--- src/design/dlps_pkg.sv ---
// Shared types and constants for the dashed line pixel shader.
// No dependencies; every other design file refers to it by scoped names.
`default_nettype none

package dlps_pkg;

  // Pixel coordinate width and the widths that follow from it
  localparam int COORD_BITS = 11;
  localparam int DIFF_W     = COORD_BITS + 1;
  localparam int DIR_W      = 16;
  localparam int PROD_W     = DIR_W + DIFF_W;
  localparam int SUM_W      = PROD_W + 1;

  // Fixed field widths
  localparam int CH_W      = 8;
  localparam int WGT_W     = 9;
  localparam int EXT_W     = 16;
  localparam int LIM_W     = EXT_W + 8;
  localparam int RAMP_W    = 16;
  localparam int CFG_W     = 24;
  localparam int CFG_IDX_W = 3;

  // Full coverage weight and largest dash step exponent
  localparam logic [WGT_W-1:0] WGT_FULL = 9'd256;
  localparam logic [2:0]       STEP_MAX = 3'd7;

  // Configuration register indexes
  typedef enum logic [CFG_IDX_W-1:0] {
    REG_ORIGIN_X     = 3'd0,
    REG_ORIGIN_Y     = 3'd1,
    REG_DIR_A        = 3'd2,
    REG_DIR_B        = 3'd3,
    REG_LINE_EXTENT  = 3'd4,
    REG_DASH_PATTERN = 3'd5,
    REG_LINE_WIDTH   = 3'd6,
    REG_LINE_COLOR   = 3'd7
  } cfg_reg_t;

  // Packed color, red in the low byte
  typedef struct packed {
    logic [CH_W-1:0] blue;
    logic [CH_W-1:0] green;
    logic [CH_W-1:0] red;
  } color_t;

  // Dash pattern register layout
  typedef struct packed {
    logic [7:0] phase;
    logic [7:0] len;
    logic [3:0] step;
  } dash_t;

endpackage

`default_nettype wire

--- src/design/dlps_proj.sv ---
// Projection pipeline: offsets from the origin, four products, along and across sums.
// Uses dlps_pkg for widths and the color type.
`default_nettype none

module dlps_proj (
  input  logic                                   clk,
  input  logic                                   rst,
  input  logic                                   in_valid,
  output logic                                   in_ready,
  input  logic [dlps_pkg::COORD_BITS-1:0]        pixel_x,
  input  logic [dlps_pkg::COORD_BITS-1:0]        pixel_y,
  input  dlps_pkg::color_t                       dst,
  input  logic [dlps_pkg::COORD_BITS-1:0]        origin_x,
  input  logic [dlps_pkg::COORD_BITS-1:0]        origin_y,
  input  logic signed [dlps_pkg::DIR_W-1:0]      dir_a,
  input  logic signed [dlps_pkg::DIR_W-1:0]      dir_b,
  output logic                                   out_valid,
  input  logic                                   out_ready,
  output logic signed [dlps_pkg::SUM_W-1:0]      q,
  output logic [dlps_pkg::SUM_W-1:0]             at,
  output dlps_pkg::color_t                       color
);

  localparam int DIFF_W = dlps_pkg::DIFF_W;
  localparam int PROD_W = dlps_pkg::PROD_W;
  localparam int SUM_W  = dlps_pkg::SUM_W;

  logic                     adv1, adv2, adv3;
  logic                     s1_vld, s2_vld, s3_vld;
  logic signed [DIFF_W-1:0] dx_next, dy_next;
  logic signed [DIFF_W-1:0] s1_dx, s1_dy;
  dlps_pkg::color_t         s1_col, s2_col, s3_col;
  logic signed [PROD_W-1:0] ax_next, by_next, bx_next, ay_next;
  logic signed [PROD_W-1:0] s2_ax, s2_by, s2_bx, s2_ay;
  logic signed [SUM_W-1:0]  q_next, t_pos, t_neg;
  logic [SUM_W-1:0]         at_next;
  logic signed [SUM_W-1:0]  s3_q;
  logic [SUM_W-1:0]         s3_at;

  // A stage advances when it is empty or the next one advances
  assign adv3     = !s3_vld || out_ready;
  assign adv2     = !s2_vld || adv3;
  assign adv1     = !s1_vld || adv2;
  assign in_ready = adv1;

  // Stage 1: signed offsets from the origin
  assign dx_next = $signed({1'b0, pixel_x}) - $signed({1'b0, origin_x});
  assign dy_next = $signed({1'b0, pixel_y}) - $signed({1'b0, origin_y});

  // Stage 2: direction products
  assign ax_next = PROD_W'(dir_a) * PROD_W'(s1_dx);
  assign by_next = PROD_W'(dir_b) * PROD_W'(s1_dy);
  assign bx_next = PROD_W'(dir_b) * PROD_W'(s1_dx);
  assign ay_next = PROD_W'(dir_a) * PROD_W'(s1_dy);

  // Stage 3: along distance and absolute across distance
  assign q_next  = SUM_W'(s2_ax) + SUM_W'(s2_by);
  assign t_pos   = SUM_W'(s2_bx) - SUM_W'(s2_ay);
  assign t_neg   = SUM_W'(s2_ay) - SUM_W'(s2_bx);
  assign at_next = t_pos[SUM_W-1] ? t_neg : t_pos;

  // Valid bits
  always_ff @(posedge clk) begin
    if (rst) begin
      s1_vld <= 1'b0;
      s2_vld <= 1'b0;
      s3_vld <= 1'b0;
    end else begin
      if (adv1) s1_vld <= in_valid;
      if (adv2) s2_vld <= s1_vld;
      if (adv3) s3_vld <= s2_vld;
    end
  end

  // Payload: load only when a valid item moves in, hold otherwise
  always_ff @(posedge clk) begin
    if (adv1 && in_valid) begin
      s1_dx  <= dx_next;
      s1_dy  <= dy_next;
      s1_col <= dst;
    end
    if (adv2 && s1_vld) begin
      s2_ax  <= ax_next;
      s2_by  <= by_next;
      s2_bx  <= bx_next;
      s2_ay  <= ay_next;
      s2_col <= s1_col;
    end
    if (adv3 && s2_vld) begin
      s3_q   <= q_next;
      s3_at  <= at_next;
      s3_col <= s2_col;
    end
  end

  assign out_valid = s3_vld;
  assign q         = s3_q;
  assign at        = s3_at;
  assign color     = s3_col;

endmodule

`default_nettype wire

--- src/design/dlps_cover.sv ---
// Coverage stage: span test, dash gate and clamped coverage weight.
// Uses dlps_pkg for widths, the dash layout and the color type.
`default_nettype none

module dlps_cover (
  input  logic                                clk,
  input  logic                                rst,
  input  logic                                in_valid,
  output logic                                in_ready,
  input  logic signed [dlps_pkg::SUM_W-1:0]   q,
  input  logic [dlps_pkg::SUM_W-1:0]          at,
  input  dlps_pkg::color_t                    in_color,
  input  logic signed [dlps_pkg::EXT_W-1:0]   line_extent,
  input  dlps_pkg::dash_t                     dash,
  input  logic [7:0]                          line_width,
  output logic                                out_valid,
  input  logic                                out_ready,
  output logic [dlps_pkg::WGT_W-1:0]          w,
  output dlps_pkg::color_t                    out_color
);

  localparam int SUM_W  = dlps_pkg::SUM_W;
  localparam int LIM_W  = dlps_pkg::LIM_W;
  localparam int RAMP_W = dlps_pkg::RAMP_W;
  localparam int WGT_W  = dlps_pkg::WGT_W;

  logic                     adv;
  logic                     enabled;
  logic signed [SUM_W-1:0]  lim;
  logic                     in_span;
  logic [2:0]               step_c;
  logic [7:0]               dmask;
  logic [7:0]               pos;
  logic                     gate;
  logic [RAMP_W-1:0]        ramp;
  logic                     at_below;
  logic [RAMP_W-1:0]        diff;
  logic [WGT_W-1:0]         ramp_w;
  logic [WGT_W-1:0]         w_next;
  logic                     vld;
  logic [WGT_W-1:0]         w_reg;
  dlps_pkg::color_t         col_reg;

  assign adv      = !vld || out_ready;
  assign in_ready = adv;

  // Span: 0 <= q <= extent<<8, drawing only for a positive extent
  assign enabled = !line_extent[dlps_pkg::EXT_W-1] && (line_extent != '0);
  assign lim     = $signed({{(SUM_W-LIM_W){line_extent[dlps_pkg::EXT_W-1]}},
                            line_extent, 8'h00});
  assign in_span = !q[SUM_W-1] && (q <= lim);

  // Dash gate on the pixel index along the line plus phase
  assign step_c = (dash.step > {1'b0, dlps_pkg::STEP_MAX}) ? dlps_pkg::STEP_MAX
                                                           : dash.step[2:0];
  assign dmask  = 8'hFF >> (dlps_pkg::STEP_MAX - step_c);
  assign pos    = (q[15:8] + dash.phase) & dmask;
  assign gate   = (pos <= dash.len);

  // Coverage ramp minus across distance, clamped to 0..256
  assign ramp     = {({1'b0, line_width} + 9'd1), 7'b0};
  assign at_below = (at < SUM_W'(ramp));
  assign diff     = ramp - at[RAMP_W-1:0];
  assign ramp_w   = (diff >= RAMP_W'(dlps_pkg::WGT_FULL)) ? dlps_pkg::WGT_FULL
                                                          : diff[WGT_W-1:0];
  assign w_next   = (enabled && in_span && gate && at_below) ? ramp_w : '0;

  // Valid bit
  always_ff @(posedge clk) begin
    if (rst) begin
      vld <= 1'b0;
    end else if (adv) begin
      vld <= in_valid;
    end
  end

  // Weight and color
  always_ff @(posedge clk) begin
    if (adv && in_valid) begin
      w_reg   <= w_next;
      col_reg <= in_color;
    end
  end

  assign out_valid = vld;
  assign w         = w_reg;
  assign out_color = col_reg;

`ifndef SYNTH
  // A disabled line never yields weight
  a_disabled_zero: assert property (@(posedge clk) disable iff (rst)
    (in_valid && adv && !enabled) |=> (out_valid && w == '0))
    else $error("weight nonzero with non-positive extent");

  // Weight stays within full coverage
  a_weight_range: assert property (@(posedge clk) disable iff (rst)
    out_valid |-> (w <= dlps_pkg::WGT_FULL))
    else $error("weight above full coverage");
`endif

endmodule

`default_nettype wire

--- src/design/dlps_blend.sv ---
// Output stage: blends the line color into the frame pixel and holds the result item.
// Uses dlps_pkg for widths and the color type.
`default_nettype none

module dlps_blend (
  input  logic                             clk,
  input  logic                             rst,
  input  logic                             in_valid,
  output logic                             in_ready,
  input  logic [dlps_pkg::WGT_W-1:0]       w,
  input  dlps_pkg::color_t                 dst,
  input  dlps_pkg::color_t                 line_color,
  output logic                             out_valid,
  input  logic                             out_stall,
  output logic [dlps_pkg::CH_W-1:0]        out_red,
  output logic [dlps_pkg::CH_W-1:0]        out_green,
  output logic [dlps_pkg::CH_W-1:0]        out_blue,
  output logic                             covered
);

  localparam int CH_W  = dlps_pkg::CH_W;
  localparam int WGT_W = dlps_pkg::WGT_W;
  localparam int ACC_W = CH_W + WGT_W;

  logic             adv;
  logic             cov_next;
  dlps_pkg::color_t mix_next;
  dlps_pkg::color_t res_next;
  logic             vld;
  dlps_pkg::color_t res;
  logic             cov;

  // (src*w + dst*(256-w)) >> 8
  function automatic logic [CH_W-1:0] mix(input logic [CH_W-1:0] s,
                                          input logic [CH_W-1:0] d,
                                          input logic [WGT_W-1:0] wt);
    logic [ACC_W-1:0] acc;
    acc = ACC_W'(s) * ACC_W'(wt) + ACC_W'(d) * ACC_W'(dlps_pkg::WGT_FULL - wt);
    return acc[2*CH_W-1:CH_W];
  endfunction

  assign adv      = !vld || !out_stall;
  assign in_ready = adv;

  // Blend each channel, pass the pixel through at zero weight
  assign cov_next       = (w != '0);
  assign mix_next.red   = mix(line_color.red,   dst.red,   w);
  assign mix_next.green = mix(line_color.green, dst.green, w);
  assign mix_next.blue  = mix(line_color.blue,  dst.blue,  w);
  assign res_next       = cov_next ? mix_next : dst;

  // Valid bit
  always_ff @(posedge clk) begin
    if (rst) begin
      vld <= 1'b0;
    end else if (adv) begin
      vld <= in_valid;
    end
  end

  // Result item
  always_ff @(posedge clk) begin
    if (adv && in_valid) begin
      res <= res_next;
      cov <= cov_next;
    end
  end

  assign out_valid = vld;
  assign out_red   = res.red;
  assign out_green = res.green;
  assign out_blue  = res.blue;
  assign covered   = cov;

`ifndef SYNTH
  // An uncovered pixel leaves with its own color
  a_pass_through: assert property (@(posedge clk) disable iff (rst)
    (in_valid && adv && w == '0) |=>
      (!covered && out_red == $past(dst.red) && out_green == $past(dst.green)
       && out_blue == $past(dst.blue)))
    else $error("uncovered pixel color changed");
`endif

endmodule

`default_nettype wire

--- src/design/dashed_line_pixel_shader_top.sv ---
// Top level of the dashed line pixel shader: configuration registers and the pipeline.
// Uses dlps_pkg and instantiates dlps_proj, dlps_cover and dlps_blend.
`default_nettype none

// Antialiased dashed line shader. Each item is one frame pixel (coordinates and
// current color); each result item is that pixel with the line color blended in by
// its coverage, or unchanged with covered low. The pipeline takes one pixel per
// clock when the output is not stalled and has five register stages: offset
// subtract, four 16x12 signed multipliers, along/across sums, span/dash/coverage
// weight, and six 8x9 blend multipliers feeding the output register. A stall on
// the output backs up stage by stage, and empty stages keep accepting. Write the
// registers only while no pixel is in flight; all of them reset to zero, which
// disables drawing.
module dashed_line_pixel_shader_top (
  input  logic                                clk,
  input  logic                                rst,
  input  logic                                cfg_we,
  input  logic [dlps_pkg::CFG_IDX_W-1:0]      cfg_index,
  input  logic [dlps_pkg::CFG_W-1:0]          cfg_data,
  input  logic                                in_valid,
  output logic                                in_stall,
  input  logic [dlps_pkg::COORD_BITS-1:0]     pixel_x,
  input  logic [dlps_pkg::COORD_BITS-1:0]     pixel_y,
  input  logic [dlps_pkg::CH_W-1:0]           dst_red,
  input  logic [dlps_pkg::CH_W-1:0]           dst_green,
  input  logic [dlps_pkg::CH_W-1:0]           dst_blue,
  output logic                                out_valid,
  input  logic                                out_stall,
  output logic [dlps_pkg::CH_W-1:0]           out_red,
  output logic [dlps_pkg::CH_W-1:0]           out_green,
  output logic [dlps_pkg::CH_W-1:0]           out_blue,
  output logic                                covered
);

  localparam int COORD_BITS = dlps_pkg::COORD_BITS;
  localparam int DIR_W      = dlps_pkg::DIR_W;
  localparam int SUM_W      = dlps_pkg::SUM_W;

  logic [COORD_BITS-1:0]             origin_x;
  logic [COORD_BITS-1:0]             origin_y;
  logic signed [DIR_W-1:0]           dir_a;
  logic signed [DIR_W-1:0]           dir_b;
  logic signed [dlps_pkg::EXT_W-1:0] line_extent;
  dlps_pkg::dash_t                   dash_pattern;
  logic [7:0]                        line_width;
  dlps_pkg::color_t                  line_color;

  dlps_pkg::color_t                  dst;
  logic                              proj_ready;
  logic                              proj_valid, cov_ready;
  logic signed [SUM_W-1:0]           proj_q;
  logic [SUM_W-1:0]                  proj_at;
  dlps_pkg::color_t                  proj_col;
  logic                              cov_valid, blend_ready;
  logic [dlps_pkg::WGT_W-1:0]        cov_w;
  dlps_pkg::color_t                  cov_col;

  // Configuration registers
  always_ff @(posedge clk) begin
    if (rst) begin
      origin_x     <= '0;
      origin_y     <= '0;
      dir_a        <= '0;
      dir_b        <= '0;
      line_extent  <= '0;
      dash_pattern <= '0;
      line_width   <= '0;
      line_color   <= '0;
    end else if (cfg_we) begin
      case (cfg_index)
        dlps_pkg::REG_ORIGIN_X:     origin_x     <= cfg_data[COORD_BITS-1:0];
        dlps_pkg::REG_ORIGIN_Y:     origin_y     <= cfg_data[COORD_BITS-1:0];
        dlps_pkg::REG_DIR_A:        dir_a        <= cfg_data[DIR_W-1:0];
        dlps_pkg::REG_DIR_B:        dir_b        <= cfg_data[DIR_W-1:0];
        dlps_pkg::REG_LINE_EXTENT:  line_extent  <= cfg_data[dlps_pkg::EXT_W-1:0];
        dlps_pkg::REG_DASH_PATTERN: dash_pattern <= cfg_data[$bits(dlps_pkg::dash_t)-1:0];
        dlps_pkg::REG_LINE_WIDTH:   line_width   <= cfg_data[7:0];
        dlps_pkg::REG_LINE_COLOR:   line_color   <= cfg_data;
        default: begin
        end
      endcase
    end
  end

  assign dst.red   = dst_red;
  assign dst.green = dst_green;
  assign dst.blue  = dst_blue;
  assign in_stall  = !proj_ready;

  dlps_proj u_proj (
    .clk       (clk),
    .rst       (rst),
    .in_valid  (in_valid),
    .in_ready  (proj_ready),
    .pixel_x   (pixel_x),
    .pixel_y   (pixel_y),
    .dst       (dst),
    .origin_x  (origin_x),
    .origin_y  (origin_y),
    .dir_a     (dir_a),
    .dir_b     (dir_b),
    .out_valid (proj_valid),
    .out_ready (cov_ready),
    .q         (proj_q),
    .at        (proj_at),
    .color     (proj_col)
  );

  dlps_cover u_cover (
    .clk         (clk),
    .rst         (rst),
    .in_valid    (proj_valid),
    .in_ready    (cov_ready),
    .q           (proj_q),
    .at          (proj_at),
    .in_color    (proj_col),
    .line_extent (line_extent),
    .dash        (dash_pattern),
    .line_width  (line_width),
    .out_valid   (cov_valid),
    .out_ready   (blend_ready),
    .w           (cov_w),
    .out_color   (cov_col)
  );

  dlps_blend u_blend (
    .clk        (clk),
    .rst        (rst),
    .in_valid   (cov_valid),
    .in_ready   (blend_ready),
    .w          (cov_w),
    .dst        (cov_col),
    .line_color (line_color),
    .out_valid  (out_valid),
    .out_stall  (out_stall),
    .out_red    (out_red),
    .out_green  (out_green),
    .out_blue   (out_blue),
    .covered    (covered)
  );

`ifndef SYNTH
  // Input can only back up behind a result item that waits
  a_stall_source: assert property (@(posedge clk) disable iff (rst)
    in_stall |-> (out_valid && out_stall))
    else $error("input stalled with free output stage");
`endif

endmodule

`default_nettype wire
--- config.mk ---
export PLATFORM = sky130hd
export DESIGN_NAME = dashed_line_pixel_shader_top
export DESIGN_NICKNAME = d
export VERILOG_FILES = /design/src/design/dlps_pkg.sv /design/src/design/dlps_proj.sv /design/src/design/dlps_cover.sv /design/src/design/dlps_blend.sv /design/src/design/dashed_line_pixel_shader_top.sv
export SDC_FILE = /design/constraint.sdc
export NUM_CORES = 2
export LEC_CHECK = 0
export BUFFER_PORTS_ARGS = -buffer_cell sky130_fd_sc_hd__clkbuf_2
export CAP_MARGIN = 20
export CORE_MARGIN = 1.5
export CORE_UTILIZATION = 45
export DETAILED_ROUTE_END_ITERATION = 10
export MAX_ROUTING_LAYER = met4
export SETUP_SLACK_MARGIN = 0.05
export SYNTH_ARGS = -nofsm -noshare
export SYNTH_HDL_FRONTEND = slang
export SYNTH_SLANG_ARGS = --single-unit
--- constraint.sdc ---
create_clock -name clk -period 17.7 [get_ports clk]
set_input_delay 2.655 -clock clk [delete_from_list [all_inputs] [get_ports clk]]
set_output_delay 2.655 -clock clk [all_outputs]
set_load 0.03 [all_outputs]
== Word level (Yosys, flattened, before mapping) ==
Cells that the tools add are included.

* Add/subtract/negate cells: 13
* Multipliers: 10
* Order comparisons: 5
* Eq/ne operators: 7
* Shift-type cells: 1
* Multiplexer cells: 4
* Bitwise gates (word level): 2
* Reductions and logical operators: 36

{| class="wikitable"
|+ Operators with widths
! kind !! number
|-
| 16-bit by 12-bit multiplier with 28-bit output || 4
|-
| 28-bit by 28-bit subtractor with 29-bit output || 2
|-
| 8-bit by 17-bit multiplier with 16-bit output || 3
|-
| 16-bit adder || 3
|-
| 8-bit by 9-bit multiplier with 16-bit output || 3
|-
| 28-bit by 28-bit adder with 29-bit output || 1
|-
| 29-bit by 24-bit less-or-equal comparator with 1-bit output || 1
|-
| 29-bit by 16-bit less-than comparator with 1-bit output || 1
|-
| 28-bit two-way mux || 1
|-
| 24-bit two-way mux || 1
|-
| 11-bit by 11-bit subtractor with 12-bit output || 2
|-
| 16-bit by 9-bit >= comparator with 1-bit output (second input constant) || 1
|-
| 2-bit AND reduction || 8
|-
| 16-bit nonzero test || 1
|-
| 16-bit subtractor || 1
|-
| 3-bit == test (second input constant) || 4
|-
| 1-bit logical AND || 10
|-
| 9-bit by 9-bit subtractor with 10-bit output (first input constant) || 1
|-
| 8-bit by 1-bit adder with 9-bit output (second input constant) || 1
|-
| 1-bit zero test || 9
|-
| 9-bit two-way mux || 1
|-
| 9-bit nonzero test || 1
|-
| 8-bit adder || 1
|-
| 8-bit bitwise AND || 1
|-
| other kinds (11) || 16
|}

* Bits in registers: 451
* Input bits: 78
* Output and inout port bits: 27
* Logic and storage cells: 122

== Depth between registers and ports, before layout ==
* Depth after elaboration: 10
* Depth in mapped cells: 27
* Depth with buffers taken out: 25

== Hierarchy ==
A second synthesis with hierarchy kept.

* Cells, all modules: 6,739
* Area total of the unflattened synthesis: 64,843.4 um^2

{| class="wikitable"
|+ Modules (own cells, without submodules)
! module !! instances !! cells an instance !! area an instance (um^2) !! sequential area each (um^2)
|-
| dlps_proj || 1 || 4,200 || 40,895.5 || 8,047.7
|-
| dlps_blend || 1 || 1,769 || 15,961.6 || 770.7
|-
| dashed_line_pixel_shader_top || 1 || 446 || 4,899.7 || 2,442.3
|-
| dlps_cover || 1 || 324 || 3,086.7 || 1,011.0
|}

== Least setup slack after synthesis ==
Ideal clock, no wire load.

* Path kind: in2reg
* Start point: input out_stall
* End point: register u_proj.s2_ax[0], enable pin
* Setup time: 0.839 ns
* Arrival: 12.871 ns
* Required time: 16.861 ns
* Setup slack: 3.989 ns
* Stages: 3
* Path buffers: 0
* Cells stage by stage: and3_1 and2_1 a21boi_0

* Cells in the longest elaborated chain, start to end: 6

{| class="wikitable"
|+ RTL lines
! element !! RTL line !! source
|-
| from (decl) || dashed_line_pixel_shader_top.sv:28 || <nowiki>input logic out_stall,</nowiki>
|-
| 1-bit zero test || dlps_blend.sv:42 || <nowiki>assign adv = !vld || !out_stall;</nowiki>
|-
| 1-bit logical OR || dlps_blend.sv:42 ||
|-
| 1-bit logical OR || dlps_cover.sv:44 || <nowiki>assign adv = !vld || out_ready;</nowiki>
|-
| 1-bit logical OR || dlps_proj.sv:41 || <nowiki>assign adv3 = !s3_vld || out_ready;</nowiki>
|-
| 1-bit logical OR || dlps_proj.sv:42 || <nowiki>assign adv2 = !s2_vld || adv3;</nowiki>
|-
| 1-bit logical AND || dlps_proj.sv:82 || <nowiki>if (adv2 && s1_vld) begin</nowiki>
|-
| to (signal assigned) || dlps_proj.sv:83 || <nowiki>s2_ax <= ax_next;</nowiki>
|-
| to (decl) || dlps_proj.sv:34 || <nowiki>logic signed [PROD_W-1:0] s2_ax, s2_by, s2_bx, s2_ay;</nowiki>
|}

No other way between the ends.
A chain may end at the register's enable or synchronous reset.

==> impl_table.tex <==
\begin{tabular}{lr}
\hline
Metric & Value \\
\hline
\multicolumn{2}{l}{\textbf{Worst setup path}} \\
\quad Worst Path Max Fanout & 26 \\
\quad Setup Crit Path Kind & reg2reg \\
\quad Startpoint type of the worst setup path & register \\
\quad Max stage delay cell, worst path & edfxtp\_1 \\
\quad Register-to-register setup slack & 9.90 ns \\
\quad Kind of capture point of the worst setup path & register \\
\quad Gate family responsible for the most delay along the worst path & adder cells \\
\quad Arrival time at the worst endpoint & 8.25 ns \\
\quad Max incr delay on CP & 1.02 ns \\
\quad Critical Path Most Common Cell & fa\_1 \\
\quad Worst EP required & 18.15 ns \\
\quad Bufs and invs on worst path & 5 \\
\multicolumn{2}{l}{\textbf{Clock tree}} \\
\quad Clock-pin slew on the worst setup and hold paths & 0.07 ns \\
\quad Clock root cell & clkbuf\_16 \\
\quad CTS tree & built \\
\quad Worst-skew pair later-pin latency & 0.69 ns \\
\quad Quantity of hold-fixing buffers added after cts & 0 \\
\quad Post-CTS resize count & 0 \\
\quad Number of sinks handled by clock tree synthesis & 451 \\
\quad Maximum buffer depth of the clock tree & 3 \\
\quad CTS buffer count & 56 \\
\quad H-tree depth reported by CTS & 2 \\
\quad Setup fix buffers added after clock tree synthesis & 0 \\
\multicolumn{2}{l}{\textbf{Synth}} \\
\quad Nets in the synthesized netlist & 8519 \\
\quad Yosys warnings & 0 \\
\quad Share of Yosys cell area claimed by the top area cell type & 0.341 \\
\quad Sequential area share after synthesis & 0.192 \\
\quad Synth Instances & 6802 \\
\quad Proportion of synthesized flip-flops having asynchronous set or reset & 0 \\
\quad Synthesized area divided by synthesized cell count & 9.39 µm² \\
\quad Number of unique standard cell types used by synthesis & 80 \\
\quad Dominant cells by area after synthesis & fa\_1 (34\%), edfxtp\_1 (15\%), ha\_1 (11\%) \\
\quad Most common flop cell mapped by yosys & edfxtp\_1 \\
\quad Synth Register Bits & 451 \\
\quad Area of the mapped netlist & 63800 µm² \\
\quad Cell taking the most area after synthesis & fa\_1 \\
\quad Number of synthesized flops with an enable pin & 324 \\
\multicolumn{2}{l}{\textbf{Layout}} \\
\quad Area added between synthesis and finish & 6.93\% \\
\quad Final-stage net count & 8464 \\
\quad Post-route cell area & 68300 µm² \\
\quad Post-layout instance count excluding filler cells & 8690 \\
\quad Most common library cell in the layout ignoring fill and taps & inv\_1 \\
\quad Fraction of layout instances using a drive strength above 1 & 0.0464 \\
\quad Commonest cells after routing, fill and taps aside & inv\_1 (1429), fa\_1 (1087), nand2\_1 (974), ha\_1 (552), and2\_1 (525) \\
\multicolumn{2}{l}{\textbf{Power}} \\
\quad Total leakage power & 31.1 nW \\
\quad VDD IR max & 0.0782 mV \\
\quad Power density of the placed cells & 60.0 nW/µm² \\
\quad Total power consumption of the routed design & 0.00409 W \\
\multicolumn{2}{l}{\textbf{Placement}} \\
\quad Post-detailed-placement half-perimeter wirelength & 120000 µm \\
\quad Buffers added on ports & 104 \\
\quad Instance area at placement & 66200 µm² \\
\quad Count of placed standard cells including taps & 8577 \\
\quad Routability congestion estimate & 0.869 \\
\multicolumn{2}{l}{\textbf{Routing}} \\
\quad Average wire per standard cell & 18.0 µm \\
\quad Highest routed metal layer & met4 \\
\quad Post-detailed-route DRC marker count & 0 \\
\quad Routed via count divided by cell count & 5.14 \\
\quad Wirelength, routed & 157000 µm \\
\quad Total number of vias & 44700 \\
\quad Met3 Routed Length & 7680 µm \\
\quad First-pass iteration count of the detailed router & 8 \\
\quad Number of nets still failing antenna checks after routing & 0 \\
\quad Met1 WL & 66700 µm \\
\quad Routed wl met2 & 75400 µm \\
\quad DRT iter0 DRCs & 2745 \\
\multicolumn{2}{l}{\textbf{STA}} \\
\quad Transition time at the pin with the least slew margin & 1.14 ns \\
\quad Shortest period the worst path allows & 7.80 ns \\
\quad Max-Slew Margin vs Limit & 0.238 \\
\quad Worst-case clock skew & 0.0656 ns \\
\quad Fmax & 128 MHz \\
\quad Pins over their slew limit & 0 \\
\quad Final TNS setup & 0 ns \\
\quad Final Hold Vio Count & 0 \\
\quad Min Hold Slack & 0.417 ns \\
\quad Final setup violation count & 0 \\
\quad Final period util & 0.441 \\
\quad RSZ-0062 raised after global routing & no \\
\multicolumn{2}{l}{\textbf{Global routing}} \\
\quad Global routing usage summed across all routing layers & 0.229 \\
\quad Number of global-route vias before repair & 46000 \\
\quad Total congestion overflow & 0 \\
\quad Initial antenna violation count & 6 \\
\quad Global-route wire length before repair & 253000 µm \\
\quad Pin count of the biggest net entering global routing & 79 \\
\multicolumn{2}{l}{\textbf{Job}} \\
\quad Max Cap Viol & 0 \\
\multicolumn{2}{l}{\textbf{Status}} \\
\quad Run status & completed \\
\multicolumn{2}{l}{\textbf{Die}} \\
\quad Row cnt & 138 \\
\quad Initial core utilization & 0.452 \\
\quad Die span in y & 380 µm \\
\quad Boundary Pins & 105 \\
\quad Die extent in x & 380 µm \\
\quad Die Outline Area & 144000 µm² \\
\quad Area of the core & 141000 µm² \\
\multicolumn{2}{l}{\textbf{Worst hold path}} \\
\quad Class of the tightest hold or removal check & reg2reg \\
\hline
\end{tabular}
## worst register-to-register path: cells and delay by family (launching register included)
kind / cells / cell delay (ns)
fa+ha+maj: 8 / 3.39
flops: 1 / 1.02
simple gates: 6 / 0.83
mux: 1 / 0.26
xor+xnor: 2 / 0.73
compound gates: 3 / 0.71
buf+inv: 5 / 0.64
## cells in the mapped netlist, drive strengths merged, types with 4 or more instances
master,n
a21o,54
clkbuf,267
nor4,22
and4,5
nand2b,76
or4,5
ha,552
or3,16
o31a,9
a211o,6
o21ai,136
and3,21
o41ai,7
and2,526
nor3,57
a21oi,302
nand2,974
nand3,51
a211oi,14
or2,6
o31ai,20
buf,32
nand4,21
mux2i,22
o21bai,27
a21boi,17
dfxtp,127
mux2,8
o211ai,19
o21a,34
a221oi,5
a31oi,11
nor2b,49
inv,1429
edfxtp,324
fa,1087
nor2,180
xor2,63
xnor2,182
a41oi,4
## where the power goes
part | switching, W | total (W) | leakage (nW) | internal (W)
registers | 0.0000374 | 0.00129 | 4.06 | 0.00125
clock network | 0.000507 | 0.00125 | 0.991 | 0.000748
logic | 0.000924 | 0.00155 | 26.0 | 0.000623
total | 0.00147 | 0.00409 | 31.1 | 0.00263
## through the flow
step | worst slack (ns) | util
5_1_grt | 9.48 | 0.483
6_report | 9.90 | 0.483
2_1_floorplan | 3.99 | -
3_3_place_gp | 10.03 | 0.469
3_5_place_dp | 9.92 | 0.469
4_1_cts | 9.94 | 0.483
## path summary, 6_finish.rpt
path | from | endpoint | cells after the start
max | u_cover.w[1] | u_blend.out_green[7] | 25
min | u_proj.color[22] | u_cover.out_color[22] | 0
max reg2reg | u_cover.w[1] | u_blend.out_green[7] | 25
min reg2reg | u_proj.color[22] | u_cover.out_color[22] | 0
## layout make-up
class                   count  area [µm²]
clock buffers              67        1510
diodes                      5        12.5
clock inverters            39         514
inverters                1429        5360
fillers                 13500       73000
flip-flops and latches    451       12300
multi-input cells        4623       45100
repair buffers            186        1150
well taps                1890        2360
## layer usage
layer | track usage | vias to the layer above
met2 | 0.374 | 1050
met1 | 0.293 | 22700
met3 | 0.0291 | 231
li1 | - | 20700
met4 | 0.0847 | 0
met5 | - | -
## cells by family after synthesis
kind of cell	share of synthesized area
buffers and inverters	0.103
xor gates and xnor gates	0.0336
and+or+nand+nor	0.152
muxes	0.00492
AOI/OAI and AO/OA	0.0660
DFF	0.192
adders and majority gates	0.449
Note: power is estimated with default switching activity, not from simulation.
